`src/hw/rtl/lfcs_pkg.sv`:
```
`timescale 1ns / 1ps
// ----------------------------------------------------------------------------
// lfcs_pkg - shared constants for the led flicker color shader
// register map, easing and flicker limits, and the constant divisors used by
// the bit-serial division steps
// ----------------------------------------------------------------------------
package lfcs_pkg;

    // register map (index = paddr[2])
    localparam logic       REG_MIN_LEVEL  = 1'b0;
    localparam logic       REG_MAX_LEVEL  = 1'b1;
    localparam int         APB_ADDR_W     = 3;

    localparam logic [7:0] MIN_LEVEL_RST  = 8'd10;
    localparam logic [7:0] MAX_LEVEL_RST  = 8'd255;

    // easing and flicker
    localparam logic [7:0] EASE_STEP      = 8'd2;
    localparam logic [7:0] FLICKER_LOW    = 8'd80;
    localparam logic [7:0] FLICKER_HIGH   = 8'd139;

    // color weights: red (200-c)/200, green 7/10, blue (100+3c)/400
    localparam logic [7:0] WARM_SPAN      = 8'd200;
    localparam logic [9:0] BLUE_BASE      = 10'd100;
    localparam logic [3:0] GREEN_WEIGHT   = 4'd7;

    // divisors, sized to the trial remainder of each division step
    localparam logic [7:0] DIV_SCALE      = 8'd100;
    localparam logic [8:0] DIV_RED        = 9'd200;
    localparam logic [4:0] DIV_GREEN      = 5'd10;
    localparam logic [9:0] DIV_BLUE       = 10'd400;

    localparam logic [9:0] CHANNEL_MAX    = 10'd255;

endpackage

```
`src/hw/rtl/led_flicker_color_shader_top.sv`:
```
`timescale 1ns / 1ps
// ----------------------------------------------------------------------------
// led_flicker_color_shader_top - per-pixel led flicker and color shading
// eases a stored brightness level toward a target on frame start, scales it
// by a flicker percent and splits it into red, green and blue channels
// ----------------------------------------------------------------------------
// pixels are taken one at a time: s_tready is high only while the sequencer is
// idle, so a new pixel waits until the bit-serial chain has handed its result over
//   (msb-first multiply, 9-step divide by 100, 10-step three-lane divide)
// a finished result waits in the output register while the next pixel runs
// reset (aresetn low, synchronous): level 0, min_level 10, max_level 255,
//   engine idle, no output pending
// ----------------------------------------------------------------------------
module led_flicker_color_shader_top (
    input  logic                            aclk,
    input  logic                            aresetn,
    // input pixel stream
    input  logic                            s_tvalid,
    output logic                            s_tready,
    input  logic [23:0]                     s_tdata,   // target_level, warmth_percent, flicker
    input  logic                            s_tuser,   // frame_start
    // shaded pixel stream
    output logic                            m_tvalid,
    input  logic                            m_tready,
    output logic [31:0]                     m_tdata,   // red, green, blue, strip_level
    // configuration port
    input  logic                            psel,
    input  logic                            penable,
    input  logic                            pwrite,
    input  logic [lfcs_pkg::APB_ADDR_W-1:0] paddr,
    input  logic [31:0]                     pwdata,
    output logic [31:0]                     prdata,
    output logic                            pready
);

    // sequencer phases
    localparam logic [2:0] ST_IDLE = 3'd0;
    localparam logic [2:0] ST_MUL  = 3'd1;   // level * flicker, msb first
    localparam logic [2:0] ST_DIV1 = 3'd2;   // /100, quotient bits feed weight products
    localparam logic [2:0] ST_DIV2 = 3'd3;   // three channel divisions side by side
    localparam logic [2:0] ST_DONE = 3'd4;

    localparam logic [3:0] MUL_LAST  = 4'd7;
    localparam logic [3:0] DIV1_LAST = 4'd8;
    localparam logic [3:0] DIV2_LAST = 4'd9;

    // control
    logic [2:0]  state_reg, state_next;
    logic [3:0]  cnt_reg, cnt_next;
    logic [7:0]  level_reg, level_next;
    logic [7:0]  min_level_reg, max_level_reg;
    logic        m_tvalid_reg, m_tvalid_next;

    // datapath
    logic [7:0]  f_reg, f_next;            // clamped flicker, shifted out msb first
    logic [7:0]  wr_reg, wr_next;          // red weight 200-c
    logic [9:0]  wb_reg, wb_next;          // blue weight 100+3c
    logic        red_zero_reg, red_zero_next;
    logic [7:0]  strip_reg, strip_next;
    logic [15:0] accp_reg, accp_next;      // level * flicker
    logic [6:0]  rem1_reg, rem1_next;
    logic [8:0]  num1_reg, num1_next;
    logic [16:0] accr_reg, accr_next;      // low 10 bits become red quotient
    logic [11:0] accg_reg, accg_next;
    logic [18:0] accb_reg, accb_next;
    logic [7:0]  remr_reg, remr_next;
    logic [3:0]  remg_reg, remg_next;
    logic [8:0]  remb_reg, remb_next;
    logic [31:0] out_reg, out_next;

    // input fields
    logic [7:0]  in_target, in_warmth, in_flicker;
    assign in_target  = s_tdata[7:0];
    assign in_warmth  = s_tdata[15:8];
    assign in_flicker = s_tdata[23:16];

    // easing step, strip clamp on the eased level and flicker clamp
    logic [8:0]  lvl_up;
    logic [7:0]  up_val, lvl_dn, dn_val, eased, strip_val, f_clamp;
    always_comb begin
        lvl_up = {1'b0, level_reg} + {1'b0, lfcs_pkg::EASE_STEP};
        up_val = (lvl_up > {1'b0, in_target}) ? in_target : lvl_up[7:0];
        lvl_dn = (level_reg >= lfcs_pkg::EASE_STEP) ? (level_reg - lfcs_pkg::EASE_STEP)
                                                     : 8'd0;
        dn_val = (lvl_dn < in_target) ? in_target : lvl_dn;
        if (!s_tuser) begin
            eased = level_reg;
        end else if (level_reg < in_target) begin
            eased = up_val;
        end else if (level_reg > in_target) begin
            eased = dn_val;
        end else begin
            eased = level_reg;
        end
        // zero stays zero; the min test wins over the max test
        if (eased == 8'd0) begin
            strip_val = 8'd0;
        end else if (eased < min_level_reg) begin
            strip_val = min_level_reg;
        end else if (eased > max_level_reg) begin
            strip_val = max_level_reg;
        end else begin
            strip_val = eased;
        end
        if (in_flicker < lfcs_pkg::FLICKER_LOW) begin
            f_clamp = lfcs_pkg::FLICKER_LOW;
        end else if (in_flicker > lfcs_pkg::FLICKER_HIGH) begin
            f_clamp = lfcs_pkg::FLICKER_HIGH;
        end else begin
            f_clamp = in_flicker;
        end
    end

    // division step trials
    logic [7:0]  trial1;
    logic        q1;
    logic [8:0]  trialr;
    logic [4:0]  trialg;
    logic [9:0]  trialb;
    logic        qr, qg, qb;
    assign trial1 = {rem1_reg, num1_reg[8]};
    assign q1     = (trial1 >= lfcs_pkg::DIV_SCALE);
    assign trialr = {remr_reg, accr_reg[9]};
    assign trialg = {remg_reg, accg_reg[9]};
    assign trialb = {remb_reg, accb_reg[9]};
    assign qr     = (trialr >= lfcs_pkg::DIV_RED);
    assign qg     = (trialg >= lfcs_pkg::DIV_GREEN);
    assign qb     = (trialb >= lfcs_pkg::DIV_BLUE);

    // saturated channels from the finished quotients
    logic [7:0]  red_sat, green_sat, blue_sat;
    always_comb begin
        if (red_zero_reg) begin
            red_sat = 8'd0;
        end else if (accr_reg[9:0] > lfcs_pkg::CHANNEL_MAX) begin
            red_sat = lfcs_pkg::CHANNEL_MAX[7:0];
        end else begin
            red_sat = accr_reg[7:0];
        end
        green_sat = (accg_reg[9:0] > lfcs_pkg::CHANNEL_MAX) ? lfcs_pkg::CHANNEL_MAX[7:0]
                                                            : accg_reg[7:0];
        blue_sat  = (accb_reg[9:0] > lfcs_pkg::CHANNEL_MAX) ? lfcs_pkg::CHANNEL_MAX[7:0]
                                                            : accb_reg[7:0];
    end

    // sequencer and datapath next state
    always_comb begin
        state_next    = state_reg;
        cnt_next      = cnt_reg;
        level_next    = level_reg;
        m_tvalid_next = m_tvalid_reg;
        f_next        = f_reg;
        wr_next       = wr_reg;
        wb_next       = wb_reg;
        red_zero_next = red_zero_reg;
        strip_next    = strip_reg;
        accp_next     = accp_reg;
        rem1_next     = rem1_reg;
        num1_next     = num1_reg;
        accr_next     = accr_reg;
        accg_next     = accg_reg;
        accb_next     = accb_reg;
        remr_next     = remr_reg;
        remg_next     = remg_reg;
        remb_next     = remb_reg;
        out_next      = out_reg;

        // a pending result leaves on its transaction
        if (m_tvalid_reg && m_tready) begin
            m_tvalid_next = 1'b0;
        end

        case (state_reg)
            ST_IDLE: begin
                if (s_tvalid) begin
                    level_next    = eased;
                    strip_next    = strip_val;
                    f_next        = f_clamp;
                    red_zero_next = (in_warmth >= lfcs_pkg::WARM_SPAN);
                    wr_next       = lfcs_pkg::WARM_SPAN - in_warmth;
                    wb_next       = lfcs_pkg::BLUE_BASE + {1'b0, in_warmth, 1'b0}
                                    + {2'b00, in_warmth};
                    accp_next     = 16'd0;
                    accr_next     = 17'd0;
                    accg_next     = 12'd0;
                    accb_next     = 19'd0;
                    cnt_next      = MUL_LAST;
                    state_next    = ST_MUL;
                end
            end
            ST_MUL: begin
                // horner form: one flicker bit per cycle
                accp_next = {accp_reg[14:0], 1'b0} + (f_reg[7] ? {8'd0, level_reg} : 16'd0);
                f_next    = {f_reg[6:0], 1'b0};
                if (cnt_reg == 4'd0) begin
                    // product < 100 * 512, so the top bits start below the divisor
                    rem1_next  = accp_next[15:9];
                    num1_next  = accp_next[8:0];
                    cnt_next   = DIV1_LAST;
                    state_next = ST_DIV1;
                end else begin
                    cnt_next = cnt_reg - 4'd1;
                end
            end
            ST_DIV1: begin
                rem1_next = q1 ? 7'(trial1 - lfcs_pkg::DIV_SCALE) : trial1[6:0];
                num1_next = {num1_reg[7:0], 1'b0};
                // scaled level bits arrive msb first and go straight into the weights
                accr_next = {accr_reg[15:0], 1'b0} + (q1 ? {9'd0, wr_reg} : 17'd0);
                accg_next = {accg_reg[10:0], 1'b0}
                            + (q1 ? {8'd0, lfcs_pkg::GREEN_WEIGHT} : 12'd0);
                accb_next = {accb_reg[17:0], 1'b0} + (q1 ? {9'd0, wb_reg} : 19'd0);
                if (cnt_reg == 4'd0) begin
                    remr_next  = {1'b0, accr_next[16:10]};
                    remg_next  = {2'b00, accg_next[11:10]};
                    remb_next  = accb_next[18:10];
                    cnt_next   = DIV2_LAST;
                    state_next = ST_DIV2;
                end else begin
                    cnt_next = cnt_reg - 4'd1;
                end
            end
            ST_DIV2: begin
                // restoring division, quotient bits shift into the low accumulator bits
                remr_next       = qr ? 8'(trialr - lfcs_pkg::DIV_RED) : trialr[7:0];
                remg_next       = qg ? 4'(trialg - lfcs_pkg::DIV_GREEN) : trialg[3:0];
                remb_next       = qb ? 9'(trialb - lfcs_pkg::DIV_BLUE) : trialb[8:0];
                accr_next[9:0]  = {accr_reg[8:0], qr};
                accg_next[9:0]  = {accg_reg[8:0], qg};
                accb_next[9:0]  = {accb_reg[8:0], qb};
                if (cnt_reg == 4'd0) begin
                    state_next = ST_DONE;
                end else begin
                    cnt_next = cnt_reg - 4'd1;
                end
            end
            ST_DONE: begin
                // hand over once the output register is free
                if (!m_tvalid_reg || m_tready) begin
                    out_next      = {strip_reg, blue_sat, green_sat, red_sat};
                    m_tvalid_next = 1'b1;
                    state_next    = ST_IDLE;
                end
            end
            default: begin
                state_next = ST_IDLE;
            end
        endcase
    end

    // control registers and configuration writes
    always_ff @(posedge aclk) begin
        if (!aresetn) begin
            state_reg     <= ST_IDLE;
            cnt_reg       <= 4'd0;
            level_reg     <= 8'd0;
            m_tvalid_reg  <= 1'b0;
            min_level_reg <= lfcs_pkg::MIN_LEVEL_RST;
            max_level_reg <= lfcs_pkg::MAX_LEVEL_RST;
        end else begin
            state_reg    <= state_next;
            cnt_reg      <= cnt_next;
            level_reg    <= level_next;
            m_tvalid_reg <= m_tvalid_next;
            if (psel && penable && pwrite && pready) begin
                case (paddr[2])
                    lfcs_pkg::REG_MIN_LEVEL: min_level_reg <= pwdata[7:0];
                    lfcs_pkg::REG_MAX_LEVEL: max_level_reg <= pwdata[7:0];
                    default: ;
                endcase
            end
        end
    end

    // payload registers
    always_ff @(posedge aclk) begin
        f_reg        <= f_next;
        wr_reg       <= wr_next;
        wb_reg       <= wb_next;
        red_zero_reg <= red_zero_next;
        strip_reg    <= strip_next;
        accp_reg     <= accp_next;
        rem1_reg     <= rem1_next;
        num1_reg     <= num1_next;
        accr_reg     <= accr_next;
        accg_reg     <= accg_next;
        accb_reg     <= accb_next;
        remr_reg     <= remr_next;
        remg_reg     <= remg_next;
        remb_reg     <= remb_next;
        out_reg      <= out_next;
    end

    // ports
    assign s_tready = (state_reg == ST_IDLE);
    assign m_tvalid = m_tvalid_reg;
    assign m_tdata  = out_reg;
    assign pready   = 1'b1;

    // register readback
    always_comb begin
        case (paddr[2])
            lfcs_pkg::REG_MIN_LEVEL: prdata = {24'd0, min_level_reg};
            lfcs_pkg::REG_MAX_LEVEL: prdata = {24'd0, max_level_reg};
            default:                 prdata = 32'd0;
        endcase
    end

    // an accepted pixel always starts the multiply
    a_accept_starts: assert property (@(posedge aclk) disable iff (!aresetn)
        (s_tvalid && s_tready) |=> (state_reg == ST_MUL))
        else $error("accepted pixel did not start the multiply");

    // scale division remainder stays below its divisor
    a_rem1_bound: assert property (@(posedge aclk) disable iff (!aresetn)
        (state_reg == ST_DIV1) |-> (rem1_reg < lfcs_pkg::DIV_SCALE[6:0]))
        else $error("scale remainder out of range");

    // channel remainders stay below their divisors
    a_rem2_bound: assert property (@(posedge aclk) disable iff (!aresetn)
        (state_reg == ST_DIV2) |-> ((remr_reg < lfcs_pkg::DIV_RED[7:0])
                                    && (remg_reg < lfcs_pkg::DIV_GREEN[3:0])
                                    && (remb_reg < lfcs_pkg::DIV_BLUE[8:0])))
        else $error("channel remainder out of range");

    // a finished result is held while the output register is occupied
    a_done_holds: assert property (@(posedge aclk) disable iff (!aresetn)
        (state_reg == ST_DONE && m_tvalid_reg && !m_tready) |=> (state_reg == ST_DONE))
        else $error("result overwrote a pending output");

    // a new result only appears when the sequencer finishes
    a_valid_source: assert property (@(posedge aclk) disable iff (!aresetn)
        $rose(m_tvalid_reg) |-> ($past(state_reg) == ST_DONE))
        else $error("output valid without a finished pixel");

endmodule
```
`config.mk`:
```
export PLATFORM = sky130hd
export DESIGN_NAME = led_flicker_color_shader_top
export DESIGN_NICKNAME = d
export VERILOG_FILES = /design/src/hw/rtl/lfcs_pkg.sv /design/src/hw/rtl/led_flicker_color_shader_top.sv
export SDC_FILE = /design/constraint.sdc
export NUM_CORES = 1
export LEC_CHECK = 0
export BUFFER_PORTS_ARGS = -buffer_cell sky130_fd_sc_hd__buf_4
export CORE_MARGIN = 4
export CORE_UTILIZATION = 45
export CTS_CLUSTER_SIZE = 12
export DETAILED_ROUTE_END_ITERATION = 8
export PLACE_DENSITY = 0.67
export RECOVER_POWER = 100
export SKIP_CTS_REPAIR_TIMING = 1
export SLEW_MARGIN = 40
export SYNTH_ARGS = -nofsm -noshare
export SYNTH_HDL_FRONTEND = slang
export SYNTH_SLANG_ARGS = --single-unit
```
`constraint.sdc`:
```
create_clock -name aclk -period 5.8 [get_ports aclk]
set_input_delay 0.58 -clock aclk [delete_from_list [all_inputs] [get_ports aclk]]
set_output_delay 0.58 -clock aclk [all_outputs]
set_load 0.01 [all_outputs]
```
## Word level (Yosys, flattened, before mapping)

Cells that the tools add are included.

| storage, ports and cells | value |
|---|---|
| register bits | 196 |
| bits in latches | 0 |
| RAM bits | 0 |
| bits in read-only memories | 0 |
| input bits | 67 |
| output and inout port bits | 67 |
| word-level logic and storage cells | 151 |
| memories kept | 0 |

| operators by class | value |
|---|---|
| add/subtract/negate cells | 14 |
| multipliers | 0 |
| div/mod/pow operators | 0 |
| $lt $le $gt $ge | 17 |
| eq/ne operators | 10 |
| shifts and indexed selects | 0 |
| muxes and demuxes | 57 |
| bitwise logic cells | 1 |
| reduce and logical (&&, ||, !) cells | 25 |

Operators with widths:

| operator | count |
|---|---|
| 8-bit two-way mux | 16 |
| 10-bit case mux with 3 select lines | 3 |
| 32-bit case mux with 2 select lines | 1 |
| 8-bit case mux with 2 select lines | 3 |
| 9-bit case mux with 2 select lines | 2 |
| 10-bit by 8-bit greater-than comparator with 1-bit output (second input constant) | 3 |
| 15-bit case mux with 2 select lines | 1 |
| 9-bit two-way mux | 3 |
| 8-bit less-than comparator | 3 |
| 4-bit two-way mux | 6 |
| 19-bit by 10-bit adder with 19-bit output | 1 |
| 18-bit two-way mux | 1 |
| 3-bit two-way mux | 6 |
| 2-bit AND reduction | 9 |
| 17-bit by 8-bit adder with 17-bit output | 1 |
| 16-bit by 8-bit adder with 16-bit output | 1 |
| 8-bit greater-than comparator | 2 |
| 16-bit two-way mux | 1 |
| 4-bit case mux with 4 select lines | 1 |
| 15-bit two-way mux | 1 |
| 3-bit case mux with 5 select lines | 1 |
| 7-bit two-way mux | 2 |
| 7-bit case mux with 2 select lines | 1 |
| 12-bit by 3-bit adder with 12-bit output | 1 |
| other kinds (41) | 54 |

## Longest topological paths before layout

| depth | value |
|---|---|
| depth after elaboration | 10 |
| mapped depth | 22 |

## Least setup slack after synthesis

OpenSTA, ideal clock, no wires.

| path | value |
|---|---|
| path kind | register -> register |
| start | register level_reg[1] |
| end | register strip_reg[2] (data pin) |
| data arrival time | 4.624 ns |
| slack | 0.893 ns |
| cell stages (with the launch flop) | 20 |
| path buffers | 0 |
| cell sequence | dfxtp_1 inv_1 ha_1 nor3b_1 nand2_1 mux2i_1 ha_1 nand4_1 a211oi_1 a211oi_4 mux2i_1 a22o_1 nor3_1 ha_1 o21a_1 o21a_1 o21a_1 o21ai_0 mux2i_1 a211oi_2 |

| on the way | value |
|---|---|
| cells in the longest elaborated chain, start to end | 10 |
| elaborated cells between the ends (all ways) | 18 |
| those cells by class | add/sub (2); order compare (7); mux (8); reduce/logical (1) |

Ends and longest elaborated chain:

| item | line | text |
|---|---|---|
| from (decl) | led_flicker_color_shader_top.sv:50 | `logic [7:0] level_reg, level_next;` |
| from (signal assigned) | led_flicker_color_shader_top.sv:263 | `level_reg <= level_next;` |
| 8-bit by 2-bit subtractor with 8-bit output or 8-bit by 2-bit >= comparator with 1-bit output (tied branches) | led_flicker_color_shader_top.sv:83 | `lvl_dn = (level_reg >= lfcs_pkg::EASE_STEP) ? (level_reg - lfcs_pkg::EASE_STEP)` |
| 8-bit two-way mux | led_flicker_color_shader_top.sv:83 |  |
| 8-bit less-than comparator | led_flicker_color_shader_top.sv:85 | `dn_val = (lvl_dn < in_target) ? in_target : lvl_dn;` |
| 8-bit two-way mux | led_flicker_color_shader_top.sv:85 |  |
| 8-bit two-way mux | led_flicker_color_shader_top.sv:90 | `end else if (level_reg > in_target) begin` |
| 8-bit two-way mux * | led_flicker_color_shader_top.sv:88 | `end else if (level_reg < in_target) begin` |
| 8-bit two-way mux * | led_flicker_color_shader_top.sv:86 | `if (!s_tuser) begin` |
| via eased[2] | led_flicker_color_shader_top.sv:79 | `logic [7:0] up_val, lvl_dn, dn_val, eased, strip_val, f_clamp;` |
| 8-bit greater-than comparator | led_flicker_color_shader_top.sv:100 | `end else if (eased > max_level_reg) begin` |
| 8-bit two-way mux | led_flicker_color_shader_top.sv:100 |  |
| 8-bit two-way mux | led_flicker_color_shader_top.sv:98 | `end else if (eased < min_level_reg) begin` |
| to (signal assigned) | led_flicker_color_shader_top.sv:281 | `strip_reg <= strip_next;` |
| to (decl) | led_flicker_color_shader_top.sv:59 | `logic [7:0] strip_reg, strip_next;` |

The timed path passes the listed nets; every way through them passes the cells marked *.
A chain may end at the register's enable or synchronous reset.

## Worst setup path after layout

| path | value |
|---|---|
| start | register level_reg[2] |
| end | register strip_reg[5] (data pin) |

| on the way | value |
|---|---|
| cells in the longest elaborated chain, start to end | 10 |
| elaborated cells between the ends (all ways) | 18 |
| those cells by class | add/sub (2); order compare (7); mux (8); reduce/logical (1) |

Ends and longest elaborated chain:

| item | line |
|---|---|
| 8-bit by 2-bit subtractor with 8-bit output or 8-bit by 2-bit >= comparator with 1-bit output (tied branches) | led_flicker_color_shader_top.sv:83 |
| 8-bit two-way mux | led_flicker_color_shader_top.sv:83 |
| 8-bit less-than comparator | led_flicker_color_shader_top.sv:85 |
| 8-bit two-way mux | led_flicker_color_shader_top.sv:85 |
| 8-bit two-way mux | led_flicker_color_shader_top.sv:90 |
| 8-bit two-way mux | led_flicker_color_shader_top.sv:88 |
| 8-bit two-way mux * | led_flicker_color_shader_top.sv:86 |
| via eased[2] | led_flicker_color_shader_top.sv:79 |
| 8-bit greater-than comparator | led_flicker_color_shader_top.sv:100 |
| 8-bit two-way mux | led_flicker_color_shader_top.sv:100 |
| 8-bit two-way mux | led_flicker_color_shader_top.sv:98 |

Marked as above.

==> results.cfg <==
[sta]
grt_setup_unrepaired = false
final_hold_viol_count = 0
setup_violations = 0
worst_slew_pin_slew_ns = 2.06
max_slew_margin = -0.371
period_share = 0.950
fin_worst_skew_ns = 0.0185
period_minus_slack_ns = 5.51
fmax_ghz = 0.181
final_max_slew_viol_count = 86
fin_tns_setup_ns = 0

[setup_path]
endpoint_kind = register
r2r-end = strip_reg[5]
reg2regPathDepth = 19
start_kind = register
rrSetupSlack_ns = 0.29
required_ns = 5.97
reg2reg_from = level_reg[2]
crit_fanout = 9
critPathCapture = strip_reg[5]
arrival_ns = 5.68
crit_type = reg2reg
critPathLaunch = level_reg[2]

[drt]
wl_um = 26600
wire_per_inst_um = 16.1
drtAntennaViolNets = 0
vias = 8944
drt_iter0_drc = 531
drc = 0
vias_per_cell = 5.39
drt_first_pass_iters = 5

[synthesis]
yosys-top-cells-area = edfxtp_1 40%, ha_1 9.5%, dfxtp_1 5.3%
synth_cells = 1233
synth_seq_cells = 194
synth_area_sq_um = 12100
syn_avg_cell_area_sq_um = 9.85
synth.distinct_cells = 76
yosysWarnings = 0
synth-edff-count = 162
synthFlopType = edfxtp_1
seq_area_frac_synth = 0.453
synth_area_leader_cell = edfxtp_1
ys_top_cells_by_count = 162 x edfxtp_1, 140 x nand2_1, 116 x nor2_1
synth.most_common_cell = edfxtp_1
async_flop_share = 0
yosysTopAreaCellShare = 0.401

[clock_tree]
numCtsBuffers = 17
clk_latency_ns = 0.45
clk_pin_slew_ns = 0.09
clockBufferDepth = 2
cts-htree-levels = 4
ctsRootBufferMaster = clkbuf_16
cts_tree = yes
clock_sinks = 194

[power]
powerDensity_nw_per_um2 = 330
p_leak_nw = 5.35
ir_drop_mv = 0.149

[floorplan]
die_width_um = 172
boundaryPins = 134
num_rows = 59
die_y_um = 172
start_util = 0.462
core_sq_um = 26300
dieArea_sq_um = 29700

[job]
cap_violations = 3

[run_status]
status = complete, but fails checks
violations = max-capacitance violations, max-slew violations

[final_layout]
drive_above_1_share = 0.0801
stdcell_count = 1658
antenna_cells = 0
layout.area.seq_sq_um = 5510
area_growth_pct = 11.0
fillerInstances = 2399
largest_register_ff_count = 32
multi_input_area_sq_um = 6030
finalNetCount = 1474

[global_route]
track_usage = 0.180
antenna_found_initial = 0
overflow = 0
grt_pass1_vias = 8891
grt_first_pass_wirelength_um = 43500
grt_max_degree = 34

[placement]
place_congestion = 0.918
dpl.hpwl_um = 19900
io_buffers = 82
place_inst = 1626

[min_path]
hp-class = in2reg
## layout by cell type (no fill, tap or decap), types with 5 or more instances in the layout
cell         n
dfxtp_1     32
a21o_1      12
and3_1       9
o21bai_1    11
o21a_1       9
or3_1       30
a21boi_0    14
clkbuf_1    57
fa_1         5
edfxtp_1   162
nor3_1      15
buf_4       46
xnor2_1     40
nand3_1     23
a31oi_1     16
clkbuf_16   17
xor2_1      27
and2_1      23
conb_1      25
a21oi_1     90
clkinv_8     8
o211ai_1    11
ha_1        92
o31ai_1      9
nand2_1    140
o21ai_0     50
mux2i_1     20
nand2b_1     9
nor2_1     116
nor2b_1     13
inv_1       85
a211oi_1     8
## how the worst min path moves through the flow
stage,startpoint,end,slack (ns),depth (start not counted)
2_1_floorplan,strip_reg[0],m_tdata[24],0.40,0
3_3_place_gp,strip_reg[4],m_tdata[28],0.41,0
3_5_place_dp,strip_reg[3],m_tdata[27],0.41,0
4_1_cts,s_tdata[8],wr_reg[0],0.33,1
5_1_grt,pwdata[4],max_level_reg[4],0.36,3
6_report,pwdata[2],max_level_reg[2],0.36,3
## through the flow
stage	power, mW	setup slack [ns]	instance area, sq um	util	hold slack (ns)
after global routing	4.71	0.0380	13500	0.513	0.361
final	4.44	0.288	13500	0.513	0.364
after CTS	4.49	0.446	13700	0.523	0.327
after floorplan	2.93	0.893	12200	-	0.400
after global placement	3.23	0.370	13100	0.497	0.407
after detailed placement	3.28	0.466	13100	0.499	0.407
## routing by layer
layer / track usage / up-vias / share of wire
li1: - / 4512 / -
met1: 0.233 / 4205 / 0.45
met2: 0.311 / 194 / 0.49
met3: 0.0274 / 33 / 0.040
met4: 0.0571 / 0 / 0.019
met5: 0 / - / 0
## power breakdown
group | internal [mW] | total [mW] | switching, mW
sequential | 1.80 | 1.97 | 0.168
combinational | 0.503 | 1.26 | 0.756
clock | 0.596 | 1.22 | 0.619
## logic make-up (layout without fill, tap and decap cells)
kind of cell / count (synthesis) / after routing / share of synthesized area
simple gates: 413 / 413 / 0.162
other cells: 2 / 25 / 0.000618
fa+ha+maj: 97 / 97 / 0.103
buf+inv: 156 / 223 / 0.0576
xor+xnor: 67 / 67 / 0.0483
compound gates: 282 / 282 / 0.157
mux: 22 / 22 / 0.0183
flops: 194 / 194 / 0.453
## worst max-delay path, cell delays in order, from the launching register on
cell and delay (ns):
dfxtp_1 0.66, ha_1 0.29, nand3_1 0.12, xnor2_1 0.33
ha_1 0.30, and4_1 0.20, a21boi_0 0.17, o41ai_4 0.57
and2_0 0.37, nor3_1 0.11, nor3_1 0.33, clkbuf_1 0.27
ha_1 0.29, o21a_1 0.11, o21a_1 0.17, o21a_1 0.18
o21ai_0 0.16, buf_4 0.19, mux2i_1 0.32, a211oi_2 0.11
## cell type report
cell class	instances	area share
Multi-Input combinational cell	906	0.447
Sequential cell	194	0.408
Clock inverter	15	0.0152
Tap cell	335	0.0311
Timing Repair Buffer	105	0.0426
Clock buffer	17	0.0315
Inverter	86	0.0240
No activity file was read; power rests on OpenSTA's default activity.
